$ cat src/hw/rtl/p2ba_pkg.sv
// Shared types and constants for the power-of-two bucket allocator.
// Holds beat layouts, command and status codes, and the internal job format.
// No dependencies; every other RTL file imports this package.
`timescale 1ns / 1ps
`default_nettype none

package p2ba_pkg;

  // Fixed field widths of the external beats
  localparam int SIZE_W    = 11;
  localparam int HANDLE_W  = 10;
  localparam int STATUS_W  = 2;
  localparam int OUT_BKT_W = 3;

  // Internal bucket number: wide enough for up to 16 buckets
  localparam int BKT_W = 4;

  // Smallest block size in bytes (bucket 0)
  localparam int MIN_BLOCK_BYTES = 8;

  // Entries in the queue between front and back
  localparam int QUEUE_DEPTH = 2;

  // Command codes
  localparam logic CMD_ALLOC = 1'b0;
  localparam logic CMD_FREE  = 1'b1;

  // Status codes
  localparam logic [STATUS_W-1:0] ST_OK        = 2'd0;
  localparam logic [STATUS_W-1:0] ST_EXHAUSTED = 2'd1;
  localparam logic [STATUS_W-1:0] ST_BAD_SIZE  = 2'd2;
  localparam logic [STATUS_W-1:0] ST_BAD_FREE  = 2'd3;

  // Request beat
  typedef struct packed {
    logic                command;
    logic [SIZE_W-1:0]   size_bytes;
    logic [HANDLE_W-1:0] block_handle;
  } req_t;

  // Response beat
  typedef struct packed {
    logic [STATUS_W-1:0]  status;
    logic [HANDLE_W-1:0]  granted_handle;
    logic [OUT_BKT_W-1:0] bucket;
  } rsp_t;

  // Classified request kinds
  typedef enum logic [1:0] {
    K_ALLOC      = 2'd0,
    K_FREE       = 2'd1,
    K_BAD_SIZE   = 2'd2,
    K_BAD_HANDLE = 2'd3
  } kind_t;

  // Job passed from the front to the back through the queue
  typedef struct packed {
    kind_t               kind;
    logic [BKT_W-1:0]    bkt;
    logic [HANDLE_W-1:0] handle;
    logic [HANDLE_W-1:0] idx;
  } job_t;

endpackage

`default_nettype wire

$ cat src/hw/rtl/p2ba_queue.sv
// Small FIFO of classified jobs between the allocator front and back.
// Lets either side stall without holding up the other.
// Depends on p2ba_pkg.
`timescale 1ns / 1ps
`default_nettype none

module p2ba_queue (
  input  wire logic           clk,
  input  wire logic           rst,
  input  wire logic           push,
  input  wire p2ba_pkg::job_t push_job,
  output logic                full,
  input  wire logic           pop,
  output logic                pop_valid,
  output p2ba_pkg::job_t      pop_job
);
  import p2ba_pkg::*;

  localparam int PW = (QUEUE_DEPTH > 1) ? $clog2(QUEUE_DEPTH) : 1;
  localparam int CW = $clog2(QUEUE_DEPTH + 1);

  job_t          slots [QUEUE_DEPTH];
  logic [PW-1:0] wr_ptr;
  logic [PW-1:0] rd_ptr;
  logic [CW-1:0] count;
  logic          do_push;
  logic          do_pop;

  assign full      = count == CW'(QUEUE_DEPTH);
  assign pop_valid = count != '0;
  assign do_push   = push && !full;
  assign do_pop    = pop && pop_valid;
  assign pop_job   = slots[rd_ptr];

  // Pointers and fill level
  always_ff @(posedge clk) begin
    if (rst) begin
      wr_ptr <= '0;
      rd_ptr <= '0;
      count  <= '0;
    end else begin
      if (do_push) begin
        wr_ptr <= (wr_ptr == PW'(QUEUE_DEPTH - 1)) ? '0 : wr_ptr + 1'b1;
      end
      if (do_pop) begin
        rd_ptr <= (rd_ptr == PW'(QUEUE_DEPTH - 1)) ? '0 : rd_ptr + 1'b1;
      end
      unique case ({do_push, do_pop})
        2'b10:   count <= count + 1'b1;
        2'b01:   count <= count - 1'b1;
        default: count <= count;
      endcase
    end
  end

  // Slot storage
  always_ff @(posedge clk) begin
    if (do_push) begin
      slots[wr_ptr] <= push_job;
    end
  end

endmodule

`default_nettype wire

$ cat config.mk
export PLATFORM = sky130hd
export DESIGN_NAME = p2ba_queue
export DESIGN_NICKNAME = d
export VERILOG_FILES = /design/src/hw/rtl/p2ba_pkg.sv /design/src/hw/rtl/p2ba_queue.sv
export SDC_FILE = /design/constraint.sdc
export NUM_CORES = 1
export LEC_CHECK = 0
export ABC_AREA = 1
export BUFFER_PORTS_ARGS = -buffer_cell sky130_fd_sc_hd__buf_2
export CORE_AREA = 8 8 78 80
export DETAILED_ROUTE_END_ITERATION = 7
export DIE_AREA = 0 0 86 88
export PLACE_DENSITY = 0.85
export SLEW_MARGIN = 5
export SYNTH_ARGS = -nofsm -noshare
export SYNTH_HDL_FRONTEND = slang
export SYNTH_SLANG_ARGS = --single-unit
$ cat constraint.sdc
create_clock -name clk -period 2.2 [get_ports clk]
set_input_delay 0.22 -clock clk [delete_from_list [all_inputs] [get_ports clk]]
set_output_delay 0.22 -clock clk [all_outputs]
set_load 0.02 [all_outputs]
==> out/metrics.yaml, run 1 <==
status:
  outcome: "completed"
critical_path:
  critPathMaxFanout: 26
  arrival_ns: 1.57
  rr_worst_depth: 6
  cpPeakStageDelay_ns: 0.39
  timing.rr.end: "slots[0][13]"
  crit_type: "reg2out"
  slowest_stage: "mux2_2"
  critical_path_cell_count: 3
  critPathCaptureType: "primary output"
  critical_path_buf_inv_count: 2
  r2r_start: "count[1]"
  critPathRequiredTime_ns: 1.98
  r2r_setup_slack_ns: 0.67
  cpLargestDelayFamily: "buffers and inverters"
  crit_chain: "buf_4, mux2_2, buf_2"
  worstSetupStartpointType: "flop"
  endpoint: "pop_job[7]"
sta:
  fin_crit_sh_pct: 81.1
  worst-slew-pin-transition_ns: 0.435
  rsz0062_at_grt: "false"
  min_period_ns: 1.79
  relSlewSlack_pct: 71.0
  finalSetupTns_ns: 0
  drv_slew: 0
  hold_violations: 0
  max_freq_mhz: 560
  setup_viol: 0
  fin_skew_ns: 0.00766
finish:
  final_nets: 220
  final_core_util_pct: 56.2
  layout.cells.most_common_list: "buf_2 (57), edfxtp_1 (52), mux2_4 (20), nor2_1 (11)"
  fill_cells: 406
  antenna_cells: 0
  final_common_cell: "buf_2"
  syn2layout_area_growth_pct: 23.9
  drive_gt1_share_pct: 54.1
clock_network:
  cts_sinks: 57
  cts_resized: 0
  cts_max_level: 3
  numCtsBuffers: 9
  insertion_delay_ns: 0.33
  cts_hold_buf: 0
  clk_pin_slew_ns: 0.07
  post_cts_buffers: 0
  cts_tree: "yes"
  clock_path_buffers: 2
  cts-root-buf: "clkbuf_8"
routing:
  via_per_inst: 4.41
  routed_wl_mm: 3.65
  detail-route-antenna-nets: 0
  wl_per_cell_um: 13.8
  drc_errors: 0
  dr.pass1.iters: 4
  drt_iter0_markers: 71
  via_count: 1165
power_and_ir_drop:
  p_int_uw: 2140
  p_leak_uw: 0.00114
  pwr-share-comb_pct: 23.7
  max-vdd-ir-drop_v: 0.000427
  p_per_area_nw_per_um2: 1070
  seqPwrFrac_pct: 46.1
  switchingPower_uw: 823
  pwr-share-clk_pct: 30.2
  swShare_pct: 27.8
yosys:
  syn_inst: 121
  synth.distinct_cells: 16
  yosys.area.top_type_share_pct: 70.0
  avgSynthCellArea_um2: 18.4
  syn-cell-area_um2: 2230
  synth_edf_count: 52
  yosys.area.top_type: "edfxtp_1"
  ys_ff_latch: 57
  synth_fp_nets: 152
  ys_warn_count: 0
  async_flop_share_pct: 0
  netlist_top_cells_area: "edfxtp_1 (70%), mux2_4 (13%), dfxtp_1 (4.5%), mux2_2 (3.0%), nor2_1 (2.0%)"
  synth_flop_cell: "edfxtp_1"
  ys_seq_area_share_pct: 74.5
grt:
  grt_pass1_wl_mm: 5.80
  overflow: 0
  grt_usage_pct: 10.3
  grt_max_degree: 27
  antenna_found_initial: 0
  grt_pass1_vias: 1224
placement:
  place_congestion: 0.704
  io_buffers: 57
  hpwl_mm: 2.54
floorplan:
  top_level_ports: 58
  die_h_um: 88
  rows: 26
  core_area_um2: 4910
  die_w_um: 86
  fp.dieArea_um2: 7570
  start_util_pct: 45.4
job:
  cap_violations: 0
min_path:
  hold_path_class: "in2reg"
per-stage QoR:
stage | setup WS, ns | std cells | power (µW) | hold WS, ns | area [µm²]
final | 0.415 | 264 | 2960 | 0.0789 | 2760
after global routing | 0.341 | 264 | 3110 | 0.0592 | 2760
after CTS | 0.379 | 264 | 3000 | 0.0612 | 2760
after detailed placement | 0.687 | 248 | 2100 | 0.412 | 2580
after global placement | 0.723 | 248 | 2080 | 0.407 | 2580
after floorplan | 0.382 | 121 | 1930 | 0.319 | 2230
cells by family (layout without fill, tap and decap cells):
kind of cell	count (synthesis)	count (layout)	synth area share [%]
mux	26	26	16.5
fa+ha+maj	1	1	0.561
compound gates	3	3	0.673
flops	57	57	74.5
buf+inv	13	86	3.98
simple gates	21	21	3.76
state kept, by name (all words and copies together), names as in the netlist, named ones only:
name and flops:
count 2, rd_ptr 1, slots 52, wr_ptr 1
power groups by stage:
stage	logic, µW	clock network (µW)	registers (µW)
after global routing	759	971	1380
after floorplan	553	0	1380
after detailed placement	714	0	1390
after CTS	716	917	1370
final	700	893	1360
after global placement	698	0	1380
routing by layer:
layer	wire length (µm)	vias up	GRT usage [%]	share of wire (%)
met2	1750	41	16.3	48
met3	306	8	4.88	8.4
met1	1510	543	10.6	41
li1	-	573	-	-
met5	0	-	0	0
met4	84	0	7.64	2.3
cell type report:
cell class | count | area (µm²) | area share (%)
multi-input combinational | 51 | 482 | 17.4
clock buffer | 9 | 124 | 4.48
inverter | 10 | 37.5 | 1.36
timing repair buffer | 60 | 308 | 11.1
sequential | 57 | 1660 | 60.2
tap | 70 | 87.6 | 3.17
clock inverter | 7 | 61.3 | 2.22
cells in the mapped netlist, types with 2 or more instances:
master / instances
edfxtp_1: 52
mux2_4: 20
nor2_1: 12
inv_1: 9
nand2_1: 7
mux2_2: 6
dfxtp_1: 5
buf_12: 2
worst min-delay path by stage:
stage | slack [ns] | start | cells past startpoint | end
5_1_grt | 0.06 | push_job[21] | 1 | slots[1][21]
4_1_cts | 0.06 | push_job[21] | 1 | slots[0][21]
3_3_place_gp | 0.41 | push_job[22] | 1 | slots[1][22]
2_1_floorplan | 0.32 | push_job[0] | 0 | slots[0][0]
6_report | 0.08 | push_job[21] | 1 | slots[0][21]
3_5_place_dp | 0.41 | push_job[18] | 1 | slots[1][18]
(Power assumes the default switching activity.)
==> run 2, diff against run 1 <==
--- a/config.mk
+++ b/config.mk
@@ -5,12 +5,12 @@
 export SDC_FILE = /design/constraint.sdc
 export NUM_CORES = 1
 export LEC_CHECK = 0
-export ABC_AREA = 1
+export ABC_AREA = 0
 export BUFFER_PORTS_ARGS = -buffer_cell sky130_fd_sc_hd__buf_2
-export CORE_AREA = 8 8 78 80
+export CORE_AREA = 8 8 77 79
 export DETAILED_ROUTE_END_ITERATION = 7
-export DIE_AREA = 0 0 86 88
-export PLACE_DENSITY = 0.85
+export DIE_AREA = 0 0 85 87
+export PLACE_DENSITY = 0.84
 export SLEW_MARGIN = 5
 export SYNTH_ARGS = -nofsm -noshare
 export SYNTH_HDL_FRONTEND = slang
==> constraint.sdc (replaced) <==
create_clock -name clk -period 1.5 [get_ports clk]
set_input_delay 0.15 -clock clk [delete_from_list [all_inputs] [get_ports clk]]
set_output_delay 0.15 -clock clk [all_outputs]
set_load 0.02 [all_outputs]
==> out/metrics.yaml, run 2 <==
routing:
  via_per_inst: 4.86  # +10%
  drc_errors: 0  # unchanged
  drt_iter0_markers: 46  # -35%
  routed_wl_mm: 4.62  # +27%
  detail-route-antenna-nets: 0  # unchanged
  wl_per_cell_um: 18.0  # +30%
  via_count: 1248  # +7.1%
  dr.pass1.iters: 4  # unchanged
grt:
  grt_pass1_vias: 1370  # +12%
  grt_usage_pct: 12.2  # +1.9 points
  antenna_found_initial: 0  # unchanged
  overflow: 0  # unchanged
  grt_max_degree: 18  # -33%
  grt_pass1_wl_mm: 6.63  # +14%
yosys:
  yosys.area.top_type_share_pct: 74.5  # +4.5 points
  ys_warn_count: 0  # unchanged
  synth_edf_count: 52  # unchanged
  async_flop_share_pct: 0  # unchanged
  ys_seq_area_share_pct: 79.3  # +4.8 points
  synth_most_common_cell: "edfxtp_1"
  synth_flop_cell: "edfxtp_1"
  synth_fp_nets: 138  # -9.2%
  syn_inst: 107  # -12%
  yosys.area.top_type: "edfxtp_1"
  syn-cell-area_um2: 2100  # -6.0%
  avgSynthCellArea_um2: 19.6  # +6.3%
  synth.distinct_cells: 19  # +3
  ys_ff_latch: 57  # unchanged
  netlist_top_cells_area: "edfxtp_1 (75%), mux2_2 (8.1%), mux2_1 (5.9%), dfxtp_1 (4.8%), xnor2_1 (0.84%)"
  synthTopCellsByCount: "edfxtp_1 (52), mux2_2 (15), mux2_1 (11)"
critical_path:
  arrival_ns: 1.37  # -0.20 ns
  crit_chain: "clkbuf_16, mux2_4, buf_6"
  slowest_stage: "dfxtp_4"
  cpPeakStageDelay_ns: 0.43  # +0.04 ns
  crit_type: "reg2out"
  worstSetupStartpointType: "flop"
  critPathMaxFanout: 5  # -81%
  critPathCaptureType: "primary output"
  critPathRequiredTime_ns: 1.35  # -0.63 ns
sta:
  min_period_ns: 1.52
  drv_slew: 0  # unchanged
  rsz0062_at_grt: "true"
  fin_crit_sh_pct: 101
  max_freq_mhz: 658
  finalSetupTns_ns: -0.136  # -0.136 ns
  fin_hold_ws_ns: 0.0224  # -0.0565 ns
  layout_setup_ws_ns: -0.0190  # -0.434 ns
  fin_skew_ns: 0.00348  # -0.00418 ns
  worst-slew-pin-transition_ns: 0.209  # -0.226 ns
  setup_viol: 26  # +26
  hold_violations: 0  # unchanged
  relSlewSlack_pct: 85.9  # +15 points
finish:
  layout.cells.most_common_list: "edfxtp_1 (52), buf_2 (31), mux2_4 (26), buf_6 (26), dlygate4sd3_1 (11)"
  largest_register_ffs: 52  # unchanged
  final_common_cell: "edfxtp_1"
  syn2layout_area_growth_pct: 53.9
  design_area_um2: 3220  # +17%
  antenna_cells: 0  # unchanged
  top_register: "slots"
  layout.cells.non_filler: 257  # -2.7%
  drive_gt1_share_pct: 57.7  # +3.6 points
  top_regs: "slots: 52 flops, count: 2 flops"
  final_nets: 227  # +3.2%
clock_network:
  cts_sinks: 57  # unchanged
  clock_path_buffers: 2  # unchanged
  numCtsBuffers: 9  # unchanged
  clk_pin_slew_ns: 0.06  # about the same
  cts-root-buf: "clkbuf_8"
  cts_tree: "yes"
  insertion_delay_ns: 0.32  # about the same
  cts_max_level: 3  # unchanged
floorplan:
  start_util_pct: 43.2  # -2.2 points
  die_w_um: 85  # -1.2%
  core_area_um2: 4850  # -1.3%
  top_level_ports: 58  # unchanged
  die_h_um: 87  # -1.1%
  fp.dieArea_um2: 7400  # -2.3%
  rows: 26  # unchanged
placement:
  hpwl_mm: 2.89  # +14%
  dpl_cell_area_um2: 2520  # -2.0%
  place_congestion: 0.647  # -8.2%
  dpl.cell_count: 223  # -10%
  io_buffers: 57  # unchanged
power_and_ir_drop:
  power.total_uw: 5690  # +92%
  p_per_area_nw_per_um2: 1770  # +65%
  p_leak_uw: 0.00129  # +14%
  max-vdd-ir-drop_v: 0.00106  # +150%
job:
  cap_violations: 0  # unchanged
min_path:
  hold_path_class: "in2reg"
status:
  outcome: "finished with violations"
  violations: "setup timing"
## run 2: layout make-up
type / count / area [µm²]
timing repair buffer: 81 / 786
inverter: 3 / 17.5
multi-input combinational: 44 / 529
fill: 324 / 1620
sequential: 57 / 1670
clock inverter: 7 / 27.5
tap: 56 / 70.1
clock buffer: 9 / 124
## run 2: worst paths after layout
path,startpoint,end,slack [ns],cells past startpoint
setup / recovery,flop,pop_job[1],-0.02,3
hold / removal,push_job[0],slots[0][0],0.02,1
setup reg to reg,count[0],slots[0][1],0,5
hold reg to reg,rd_ptr,rd_ptr,0.54,2
## run 2: per-stage QoR
stage          setup WS (ns)  util, %
3_5_place_dp         -0.0106     52.1
4_1_cts              -0.0480     58.9
3_3_place_gp          0.0624     52.1
5_1_grt              -0.0811     66.5
2_1_floorplan        -0.0312        -
6_report             -0.0190     66.5
## run 2: cell families (layout without fill, tap and decap cells)
kind of cell / Yosys count / after routing / synth area share [%]
adders and majority gates: 1 / 1 / 0.597
AOI/OAI and AO/OA: 5 / 5 / 1.31
xor gates and xnor gates: 3 / 3 / 1.25
muxes: 26 / 26 / 14.0
DFF: 57 / 57 / 79.3
buffers and inverters: 6 / 100 / 1.25
and+or+nand+nor: 9 / 9 / 2.33
## run 2: worst max-delay path, delay by kind of cell, from the launching register on
kind,cells,cell delay [ns]
flip-flops,1,0.43
buffers and inverters,2,0.31
multiplexers,1,0.30
## run 2: what timing repair did
action,4_1_cts,5_1_grt
pin swaps,1,0
gates resized for setup,33,56
cloned,1,4
hold endpoints to repair,10,10
hold buffers,5,6
buffers inserted,0,2
setup endpoints to repair,26,44
## run 2: where the power goes
part | leakage [µW] | switching, µW | internal, µW | total [µW]
Combinational | 0.000686 | 1040 | 1390 | 2440
Clock | 0.0000780 | 533 | 560 | 1090
Sequential | 0.000529 | 127 | 2040 | 2160
## run 2: layer usage
layer	GRT usage (%)	part of all wire (%)
met1	12.0	40
met2	20.9	53
met3	6.70	6.6
met4	5.34	0.69
met5	0	0
