--- src/hw/rtl/p2ba_pkg.sv ---
// Shared types and constants for the power-of-two bucket allocator.
// Holds beat layouts, command and status codes, and the internal job format.
// No dependencies; every other RTL file imports this package.
`timescale 1ns / 1ps
`default_nettype none

package p2ba_pkg;

  // Fixed field widths of the external beats
  localparam int SIZE_W    = 11;
  localparam int HANDLE_W  = 10;
  localparam int STATUS_W  = 2;
  localparam int OUT_BKT_W = 3;

  // Internal bucket number: wide enough for up to 16 buckets
  localparam int BKT_W = 4;

  // Smallest block size in bytes (bucket 0)
  localparam int MIN_BLOCK_BYTES = 8;

  // Entries in the queue between front and back
  localparam int QUEUE_DEPTH = 2;

  // Command codes
  localparam logic CMD_ALLOC = 1'b0;
  localparam logic CMD_FREE  = 1'b1;

  // Status codes
  localparam logic [STATUS_W-1:0] ST_OK        = 2'd0;
  localparam logic [STATUS_W-1:0] ST_EXHAUSTED = 2'd1;
  localparam logic [STATUS_W-1:0] ST_BAD_SIZE  = 2'd2;
  localparam logic [STATUS_W-1:0] ST_BAD_FREE  = 2'd3;

  // Request beat
  typedef struct packed {
    logic                command;
    logic [SIZE_W-1:0]   size_bytes;
    logic [HANDLE_W-1:0] block_handle;
  } req_t;

  // Response beat
  typedef struct packed {
    logic [STATUS_W-1:0]  status;
    logic [HANDLE_W-1:0]  granted_handle;
    logic [OUT_BKT_W-1:0] bucket;
  } rsp_t;

  // Classified request kinds
  typedef enum logic [1:0] {
    K_ALLOC      = 2'd0,
    K_FREE       = 2'd1,
    K_BAD_SIZE   = 2'd2,
    K_BAD_HANDLE = 2'd3
  } kind_t;

  // Job passed from the front to the back through the queue
  typedef struct packed {
    kind_t               kind;
    logic [BKT_W-1:0]    bkt;
    logic [HANDLE_W-1:0] handle;
    logic [HANDLE_W-1:0] idx;
  } job_t;

endpackage

`default_nettype wire

--- src/hw/rtl/p2ba_front.sv ---
// Front stage of the bucket allocator: accepts request beats and classifies them.
// Maps size to bucket, splits a handle into bucket and index, flags bad requests.
// Depends on p2ba_pkg.
`timescale 1ns / 1ps
`default_nettype none

module p2ba_front #(
  parameter int NUM_BUCKETS       = 8,
  parameter int BLOCKS_PER_BUCKET = 128
) (
  input  wire logic          clk,
  input  wire logic          rst,
  input  wire logic          req_valid,
  output logic               req_stall,
  input  wire p2ba_pkg::req_t req,
  output logic               job_valid,
  output p2ba_pkg::job_t     job,
  input  wire logic          queue_full
);
  import p2ba_pkg::*;

  localparam logic [31:0] SIZE_LIMIT = 32'(1) << (NUM_BUCKETS + 2);
  localparam logic [31:0] TOTAL_W    = 32'(NUM_BUCKETS * BLOCKS_PER_BUCKET);

  logic        fvalid;
  logic        accept;
  logic        push;
  job_t        cls;
  logic        bad_size;
  logic        bad_handle;
  logic [31:0] size_w;
  logic [31:0] hdl_w;
  logic [31:0] base;
  logic [BKT_W-1:0] sz_bkt;
  logic [BKT_W-1:0] h_bkt;

  assign accept    = req_valid && !req_stall;
  assign push      = fvalid && !queue_full;
  assign req_stall = fvalid && queue_full;
  assign job_valid = fvalid;

  // Classify the incoming beat
  always_comb begin
    size_w     = {21'd0, req.size_bytes};
    hdl_w      = {22'd0, req.block_handle};
    bad_size   = (req.size_bytes == '0) || (size_w > SIZE_LIMIT);
    bad_handle = hdl_w >= TOTAL_W;

    // smallest class whose block holds the size; compares are monotonic
    sz_bkt = '0;
    for (int k = 0; k < NUM_BUCKETS - 1; k++) begin
      if ((32'(MIN_BLOCK_BYTES) << k) < size_w) begin
        sz_bkt = BKT_W'(k + 1);
      end
    end

    // bucket of a handle: highest bucket base not above it
    h_bkt = '0;
    base  = '0;
    for (int k = 1; k < NUM_BUCKETS; k++) begin
      if (hdl_w >= 32'(k * BLOCKS_PER_BUCKET)) begin
        h_bkt = BKT_W'(k);
        base  = 32'(k * BLOCKS_PER_BUCKET);
      end
    end

    cls.handle = req.block_handle;
    cls.idx    = HANDLE_W'(hdl_w - base);
    if (req.command == CMD_ALLOC) begin
      cls.kind = bad_size ? K_BAD_SIZE : K_ALLOC;
      cls.bkt  = bad_size ? '0 : sz_bkt;
    end else begin
      cls.kind = bad_handle ? K_BAD_HANDLE : K_FREE;
      cls.bkt  = bad_handle ? '0 : h_bkt;
    end
  end

  // Holding register for one classified beat
  always_ff @(posedge clk) begin
    if (rst) begin
      fvalid <= 1'b0;
    end else begin
      fvalid <= accept || (fvalid && !push);
    end
  end

  always_ff @(posedge clk) begin
    if (accept) begin
      job <= cls;
    end
  end

endmodule

`default_nettype wire

--- config.mk ---
export PLATFORM = sky130hd
export DESIGN_NAME = p2ba_front
export DESIGN_NICKNAME = d
export VERILOG_FILES = /design/src/hw/rtl/p2ba_pkg.sv /design/src/hw/rtl/p2ba_front.sv
export SDC_FILE = /design/constraint.sdc
export NUM_CORES = 1
export LEC_CHECK = 0
export ABC_AREA = 1
export BUFFER_PORTS_ARGS = -buffer_cell sky130_fd_sc_hd__buf_2
export CAP_MARGIN = 10
export CORE_AREA = 5 5 56 58
export CTS_BUF_LIST = sky130_fd_sc_hd__clkbuf_4
export DETAILED_ROUTE_END_ITERATION = 16
export DIE_AREA = 0 0 61 63
export PLACE_DENSITY = 0.68
export SYNTH_ARGS = -nofsm -noshare
export SYNTH_HDL_FRONTEND = slang
export SYNTH_SLANG_ARGS = --single-unit
--- constraint.sdc ---
create_clock -name clk -period 2.55 [get_ports clk]
set_input_delay 0.51 -clock clk [delete_from_list [all_inputs] [get_ports clk]]
set_output_delay 0.51 -clock clk [all_outputs]
set_load 0.05 [all_outputs]
==> results.sh, run 1 <==
export IMPL_place_ws_ns=0.847
export IMPL_ant_nets=0
export IMPL_r2r_end="job[25]"
export IMPL_synth_flop_cell="edfxtp_1"
export IMPL_syn_inst=101
export IMPL_ir_drop_mv=0.310
export IMPL_vias_per_cell=4.39
export IMPL_vias=781
export IMPL_drt_iter0_drc=12
export IMPL_synth_seq_cells=19
export IMPL_start_util_pct=37.8
export IMPL_core_um2=2620
export IMPL_crit_cells=3
export IMPL_hold_class="input port to flop"
export IMPL_path_max_fanout=2
export IMPL_clkLatencyLatePin_ns=0.29
export IMPL_slew_violations=0
export IMPL_final_hold_viol_count=0
export IMPL_required_ns=2.04
export IMPL_port_buffers=52
export IMPL_dieArea_um2=3840
export IMPL_cap_violations=0
export IMPL_hp_start="rst"
export IMPL_final_common_cell="buf_2"
export IMPL_reg2reg_depth=4
export IMPL_critPathLaunch="job_valid"
export IMPL_antenna_found_initial=0
export IMPL_first_pass_iters=4
export IMPL_timing_fmax_ghz=0.665
export IMPL_status="finished clean"
export IMPL_cts_buffers=3
export IMPL_fin_skew_ns=0.00874
export IMPL_synthArstFlopShare_pct=0
export IMPL_critical_path_max_stage_delay_ns=0.33
export IMPL_crit_family="flip-flops"
export IMPL_netlist_area_um2=990
export IMPL_drc=0
export IMPL_fp_dieH_um=63
export IMPL_drive_gt1_share_pct=48.3
export IMPL_grt_max_degree=19
export IMPL_grt_pass1_vias=753
export IMPL_setup_viol_count_final=0
export IMPL_cts_hold_fix_buffers=0
export IMPL_synth_seq_area_share_pct=56.6
export IMPL_cts_setup_buffers=0
export IMPL_power_density_nw_per_um2=573
export IMPL_most_common_layout_cells="buf_2, edfxtp_1, inv_1, nand2_1, nor2_1"
export IMPL_min_period_ns=1.50
export IMPL_area_growth_pct=26.8
export IMPL_ff2ff_setup_slack_ns=1.48
export IMPL_p_leak_nw=0.604
export IMPL_yosysWarnings=0
export IMPL_grt_pass1_wl_um=2900
export IMPL_fin_crit_sh_pct=59.0
export IMPL_fill_cells=248
export IMPL_cts_root_buffer="clkbuf_4"
export IMPL_cts_resized=0
export IMPL_cts_max_level=1
export IMPL_antenna_cells=0
export IMPL_rows=19
export IMPL_arrival_ns=0.99
export IMPL_finalSetupTns_ns=0
export IMPL_endpoint_kind="output pin"
export IMPL_path_class="flop to output pin"
export IMPL_netlist_cell_type_count=23
export IMPL_wl_per_cell_um=10.3
export IMPL_critPathSlowestCell="dfxtp_1"
export IMPL_cts_tree="done"
export IMPL_io_pins=54
export IMPL_layout_nets=176
export IMPL_grt_overflow_total=0
export IMPL_syn_area_per_cell_um2=9.80
export IMPL_finalWirelength_um=1830
export IMPL_grt_usage_pct=9.80
export IMPL_synth_edf_count=18
export IMPL_r2r_start="job_valid"
export IMPL_die_w_um=61
export IMPL_clockBufferDepth=2
export IMPL_syn_num_nets=129
export IMPL_fin_ws_ns=1.05
export IMPL_path_buf_inv=2
export IMPL_cts_sinks=19
export IMPL_path_cells="nand2_1 > inv_1 > buf_2"
export IMPL_gp_congestion=0.714
export IMPL_dpl_hpwl_um=1590
export IMPL_path_clk_slew_ns=0.09
export IMPL_critPathCapture="req_stall"
export IMPL_cp_start_kind="flop"
export IMPL_rsz0062_at_grt="no"
[flip-flops by register name (all words and copies together) (netlist names)]
| signal | cells |
|---|---|
| job | 18 |
| job_valid | 1 |
[per-layer routing]
| metal | routed length [µm] | vias to the layer above | global-route usage, % | share of wire, % |
|---|---|---|---|---|
| li1 | - | 404 | - | - |
| met1 | 706 | 336 | 11.5 | 39 |
| met2 | 872 | 41 | 16.3 | 48 |
| met3 | 251 | 0 | 1.45 | 14 |
| met4 | 0 | 0 | 5.69 | 0 |
| met5 | 0 | - | 0 | 0 |
[how the worst min path moves through the flow]
stage / to / slack, ns / cells past startpoint
detailed placement: job_valid / 0.46 / 2
floorplan: job_valid / 0.58 / 1
CTS: job_valid / 0.36 / 2
global placement: job_valid / 0.46 / 2
global route: job_valid / 0.35 / 2
finish: job_valid / 0.37 / 2
[cell type report]
cell class / instances / area (µm²) / area share [%]
inverter: 19 / 71.3 / 5.68
sequential: 19 / 561 / 44.7
clock buffer: 4 / 30.0 / 2.39
tap: 31 / 38.8 / 3.09
timing repair buffer: 53 / 268 / 21.3
multi-input combinational: 52 / 287 / 22.8
[synth_stat cells, drive strengths merged (3+ instances only)]
master | number | share of area [%]
nand2 | 20 | 8.8
inv | 19 | 7.2
edfxtp | 18 | 55
nor2 | 14 | 7.3
buf | 8 | 6.1
a21oi | 4 | 2.0
clkbuf | 3 | 1.1
nand3 | 3 | 1.5
o21ai | 3 | 1.9
[per-stage QoR]
step                hold WS [ns]  instance area, µm²  utilization [%]  std cells  power (mW)
floorplan                  0.579                 990                -        101       0.527
global placement           0.456                1220             46.8        174       0.570
detailed placement         0.461                1220             46.8        174       0.574
CTS                        0.357                1250             48.0        178       0.729
global route               0.345                1250             48.0        178       0.755
finish                     0.370                1250             48.0        178       0.719
[report_power, final]
group / leakage [nW] / switching, mW / total [mW] / internal (mW)
Combinational: 0.402 / 0.147 / 0.193 / 0.0460
Clock: 0.0184 / 0.0834 / 0.155 / 0.0713
Sequential: 0.183 / 0.00535 / 0.371 / 0.366
Total: 0.604 / 0.236 / 0.719 / 0.483
[worst reg2reg max path: cells and delay by family (launching register included)]
kind	cells	cell delay [ns]
AND/OR/NAND/NOR	2	0.15
flip-flops	1	0.32
buffers and inverters	2	0.31
[logic make-up (layout without fill, tap and decap cells)]
group           Yosys count  count (layout)  share of synthesized area (%)
fa+ha+maj                 2               2                           3.29
compound gates           10              10                           6.07
flops                    19              19                           56.6
other cells               1               1                          0.379
xor+xnor                  1               1                          0.885
buf+inv                  30              76                           14.4
simple gates             38              38                           18.3
Power figures use the tool's default switching activity.
==> run 2: changes to the inputs <==
clock period = 1.51 ns   (was 2.55 ns; I/O delays follow)
==> run 2 against run 1 <==
Against the previous run: utilization increased by 1.3 points; cell area increased by 2.8%; sequential share of layout area decreased by 0.92 points; total power increased by 70%; critical path type unchanged; final cell count unchanged; highest routed layer is now met4; worst setup slack got worse by 0.89 ns.
==> results.sh, run 2 (synthesis results as in run 1) <==
export IMPL_dieArea_um2=3840
export IMPL_port_buffers=52
export IMPL_dpl_hpwl_um=1750
export IMPL_cts_buffers=3
export IMPL_regMostFlops="job"
export IMPL_io_pins=54
export IMPL_ant_nets=0
export IMPL_rsz0062_at_grt="no"
export IMPL_grt_pass1_wl_um=3260
export IMPL_power_mw=1.22
export IMPL_fin_crit_sh_pct=89.8
export IMPL_cp_start_kind="flop"
export IMPL_r2r_end="job[10]"
export IMPL_rows=19
export IMPL_final_hold_viol_count=0
export IMPL_grt_max_degree=19
export IMPL_vias_per_cell=4.54
export IMPL_path_clk_slew_ns=0.10
export IMPL_path_class="flop to output pin"
export IMPL_hold_class="input port to flop"
export IMPL_whs_endpoint="job_valid"
export IMPL_cts_root_buffer="clkbuf_4"
export IMPL_vias=809
export IMPL_final_common_cell="buf_2"
export IMPL_fp_dieH_um=63
export IMPL_required_ns=1.21
export IMPL_finalSetupTns_ns=0
export IMPL_grt_pass1_vias=825
export IMPL_drt_iter0_drc=17
export IMPL_wl_per_cell_um=11.2
export IMPL_largest_register_ffs=18
export IMPL_grt_overflow_total=0
export IMPL_cts_tree="done"
export IMPL_die_w_um=61
export IMPL_r2r_start="job_valid"
export IMPL_finalWirelength_um=2000
export IMPL_hp_start="rst"
export IMPL_status="finished clean"
export IMPL_p_leak_nw=0.608
export IMPL_reg2reg_depth=4
export IMPL_drive_gt1_share_pct=51.0
export IMPL_ff2ff_setup_slack_ns=0.40
export IMPL_path_max_fanout=2
export IMPL_power_density_nw_per_um2=948
export IMPL_endpoint_kind="output pin"
export IMPL_clkLatencyLatePin_ns=0.28
export IMPL_core_um2=2620
export IMPL_antenna_found_initial=0
export IMPL_ir_drop_mv=0.542
export IMPL_cts_resized=0
export IMPL_fin_skew_ns=0.00252
export IMPL_drc=0
export IMPL_area_growth_pct=30.3
export IMPL_place_ws_ns=0.00406
export IMPL_cap_violations=0
export IMPL_cts_setup_buffers=0
export IMPL_cts_sinks=19
export IMPL_timing_fmax_ghz=0.738
export IMPL_setup_viol_count_final=0
export IMPL_min_period_ns=1.36
export IMPL_cts_max_level=1
export IMPL_arrival_ns=1.05
export IMPL_fin_ws_ns=0.154
export IMPL_most_common_layout_cells="buf_2, edfxtp_1, inv_1, nand2_1, nor2_1"
export IMPL_grt_usage_pct=11.1
export IMPL_start_util_pct=37.8
export IMPL_slew_violations=0
export IMPL_cts_hold_fix_buffers=0
export IMPL_timing_hold_ws_ns=0.159
export IMPL_antenna_cells=0
export IMPL_layout_nets=176
export IMPL_gp_congestion=0.694
export IMPL_worstHoldPathCells=2
export IMPL_clockBufferDepth=2
export IMPL_first_pass_iters=4
[run 2: cell count changes in the layout (fill, tap and decap cells not counted), sizes merged]
cell / change
clkinvlp: +1
inv: -1
[run 2: power by group]
part	switching [mW]	total [mW]	leakage, nW	internal (mW)
logic	0.255	0.339	0.406	0.0844
clock network	0.136	0.257	0.0184	0.120
registers	0.00998	0.628	0.184	0.618
[run 2: per-layer routing]
| metal | track usage [%] | part of all wire, % | wire length (µm) |
|---|---|---|---|
| met3 | 2.89 | 15 | 296 |
| met2 | 21.0 | 51 | 1030 |
| met1 | 10.6 | 33 | 652 |
| met4 | 4.88 | 1.2 | 23 |
| met5 | 0 | 0 | 0 |
[run 2: worst max path at each step]
stage               from  depth (start not counted)         to
2_1_floorplan  job_valid                          3    job[10]
3_3_place_gp     req[16]                          8    job[21]
3_5_place_dp     req[14]                          8    job[21]
4_1_cts        job_valid                          3  req_stall
5_1_grt        job_valid                          3  req_stall
6_report       job_valid                          3  req_stall
[run 2: worst max-delay path: stages (launching register included)]
cell and delay (ns):
dfxtp_4 0.37, nand2_4 0.06, clkinvlp_4 0.08, buf_2 0.26
[run 2: through the flow]
stage | std cells | cell area, µm² | utilization [%]
finish | 178 | 1290 | 49.3
CTS | 178 | 1290 | 49.3
detailed placement | 174 | 1260 | 48.2
global route | 178 | 1290 | 49.3
global placement | 174 | 1260 | 48.2
floorplan | 101 | 1010 | -
[run 2: final cells by class]
| class | instances | area (µm²) |
|---|---|---|
| inverter | 19 | 75.1 |
| timing repair buffer | 53 | 280 |
| fill | 244 | 1330 |
| multi-input combinational | 52 | 302 |
| tap | 31 | 38.8 |
| sequential | 19 | 564 |
| clock buffer | 4 | 30.0 |
==> run 3: changes to the inputs <==
--- a/constraint.sdc
+++ b/constraint.sdc
@@ -3,2 +3,2 @@
 set_output_delay 0.302 -clock clk [all_outputs]
-set_load 0.05 [all_outputs]
+set_load 0.005 [all_outputs]
==> run 3 against run 2 <==
Against the previous run: final cell count unchanged; sequential cell count did not move; sequential share of layout area up 0.39 points; fmax grew 12%; utilization decreased by 0.77 points; cell area down 1.6%; clock power is 2% higher; critical path depth grew 5; critical endpoint is now job[21]; largest cell class unchanged.
==> results.sh, run 3 (synthesis results as in run 1) <==
export IMPL_grt_overflow_total=0
export IMPL_pwr_share_comb_pct=16.5
export IMPL_hold_class="input port to flop"
export IMPL_setup_viol_count_final=0
export IMPL_grt_max_degree=19
export IMPL_ir_drop_mv=0.426
export IMPL_endpoint_kind="flop"
export IMPL_postLayoutCoreUtil_pct=48.6
export IMPL_wl_per_cell_um=11.5
export IMPL_rows=19
export IMPL_most_common_layout_cells="buf_2, edfxtp_1, inv_1, nand2_1, nor2_1"
export IMPL_die_w_um=61
export IMPL_finalWirelength_um=2040
export IMPL_largest_register_ffs=18
export IMPL_path_clk_slew_ns=0.10
export IMPL_min_period_ns=1.21
export IMPL_area_growth_pct=28.3
export IMPL_clockPowerShare_pct=24.5
export IMPL_ant_nets=0
export IMPL_io_pins=54
export IMPL_cts_setup_buffers=0
export IMPL_grt_pass1_wl_um=3280
export IMPL_cts_max_level=1
export IMPL_dpl_hpwl_um=1760
export IMPL_instances_no_fill=178
export IMPL_clkLatencyLatePin_ns=0.28
export IMPL_cts_resized=0
export IMPL_seq_power_share_pct=58.9
export IMPL_rsz0062_at_grt="no"
export IMPL_required_ns=1.55
export IMPL_grt_pass1_vias=818
export IMPL_top_usage_layer="met2"
export IMPL_clockBufferDepth=2
export IMPL_fin_crit_sh_pct=79.9
export IMPL_grtUsageMet3_pct=2.07
export IMPL_layout_area_seq_um2=561
export IMPL_intPower_mw=0.820
export IMPL_fill_cells=252
export IMPL_path_max_fanout=3
export IMPL_fin_ws_ns=0.304
export IMPL_port_buffers=52
export IMPL_cts_root_buffer="clkbuf_4"
export IMPL_first_pass_iters=4
export IMPL_start_util_pct=37.8
export IMPL_switching_share_pct=23.1
export IMPL_dp_cells=174
export IMPL_antenna_found_initial=0
export IMPL_fin_skew_ns=0.00372
export IMPL_use_met1_pct=11.0
export IMPL_gp_congestion=0.703
export IMPL_p_switching_mw=0.246
export IMPL_final_hold_viol_count=0
export IMPL_cap_violations=0
export IMPL_cts_buffers=3
export IMPL_cts_sinks=19
export IMPL_timing_fmax_ghz=0.829
export IMPL_regMostFlops="job"
export IMPL_vias_per_cell=4.54
export IMPL_place_ws_ns=-0.00900
export IMPL_antenna_cells=0
export IMPL_core_um2=2620
export IMPL_grt_usage_pct=11.3
export IMPL_status="finished clean"
export IMPL_fp_dieH_um=63
export IMPL_vias=808
export IMPL_drt_iter0_drc=14
export IMPL_path_class="input port to flop"
export IMPL_drive_gt1_share_pct=49.0
export IMPL_cts_tree="done"
export IMPL_cts_hold_fix_buffers=0
export IMPL_dieArea_um2=3840
export IMPL_dpl_cell_area_um2=1240
export IMPL_postLayoutCellArea_um2=1270
export IMPL_gr_usage_met2_pct=21.0
export IMPL_cp_start_kind="input port"
export IMPL_multi_input_area_um2=289
export IMPL_arrival_ns=1.25
export IMPL_drc=0
export IMPL_layout_nets=176
export IMPL_power_density_nw_per_um2=839
export IMPL_p_leak_nw=0.608
export IMPL_slew_violations=0
export IMPL_final_common_cell="buf_2"
[run 3: cell types whose count changed in the layout (fill, tap and decap cells not counted), sizes merged]
cell      change
clkinvlp      -1
inv           +1
[run 3: per-layer routing]
layer | vias up | wire length, µm
met5 | - | 0
met4 | 0 | 27
met2 | 40 | 1050
met3 | 2 | 255
met1 | 361 | 714
li1 | 405 | -
[run 3: worst max-delay path, cell delays in order]
cell and delay, ns:
buf_2 0.11, nor2_2 0.15, nand2_1 0.08, nor2_2 0.10, inv_1 0.07, o21ai_1 0.16, a21boi_1 0.18, o22ai_1 0.09
[run 3: final timing paths]
check / startpoint / slack, ns / cells past startpoint / end
worst min register to register: job_valid / 0.50 / 2 / job_valid
worst max-delay path: req[16] / 0.30 / 8 / job[21]
worst min-delay path: rst / 0.17 / 2 / job_valid
worst max register to register: job_valid / 0.47 / 4 / job[10]
[run 3: power groups by stage]
stage | sequential (mW) | combinational [mW] | clock, mW
2_1_floorplan | 0.647 | 0.0833 | 0
3_3_place_gp | 0.639 | 0.172 | 0
3_5_place_dp | 0.641 | 0.180 | 0
4_1_cts | 0.629 | 0.181 | 0.278
5_1_grt | 0.632 | 0.199 | 0.313
6_report | 0.628 | 0.176 | 0.262
[run 3: layout make-up]
type | instances | area share, %
well taps | 31 | 3.05
multi-input cells | 52 | 22.8
repair buffers | 53 | 22.1
inverters | 19 | 5.62
clock buffers | 4 | 2.36
flip-flops and latches | 19 | 44.1
[run 3: metrics by stage]
step	power (mW)	hold WS, ns	setup TNS [ns]
3_5_place_dp	0.822	0.473	-0.00900
6_report	1.07	0.168	0
4_1_cts	1.09	0.155	0
2_1_floorplan	0.730	0.371	0
5_1_grt	1.14	0.131	0
3_3_place_gp	0.811	0.457	0
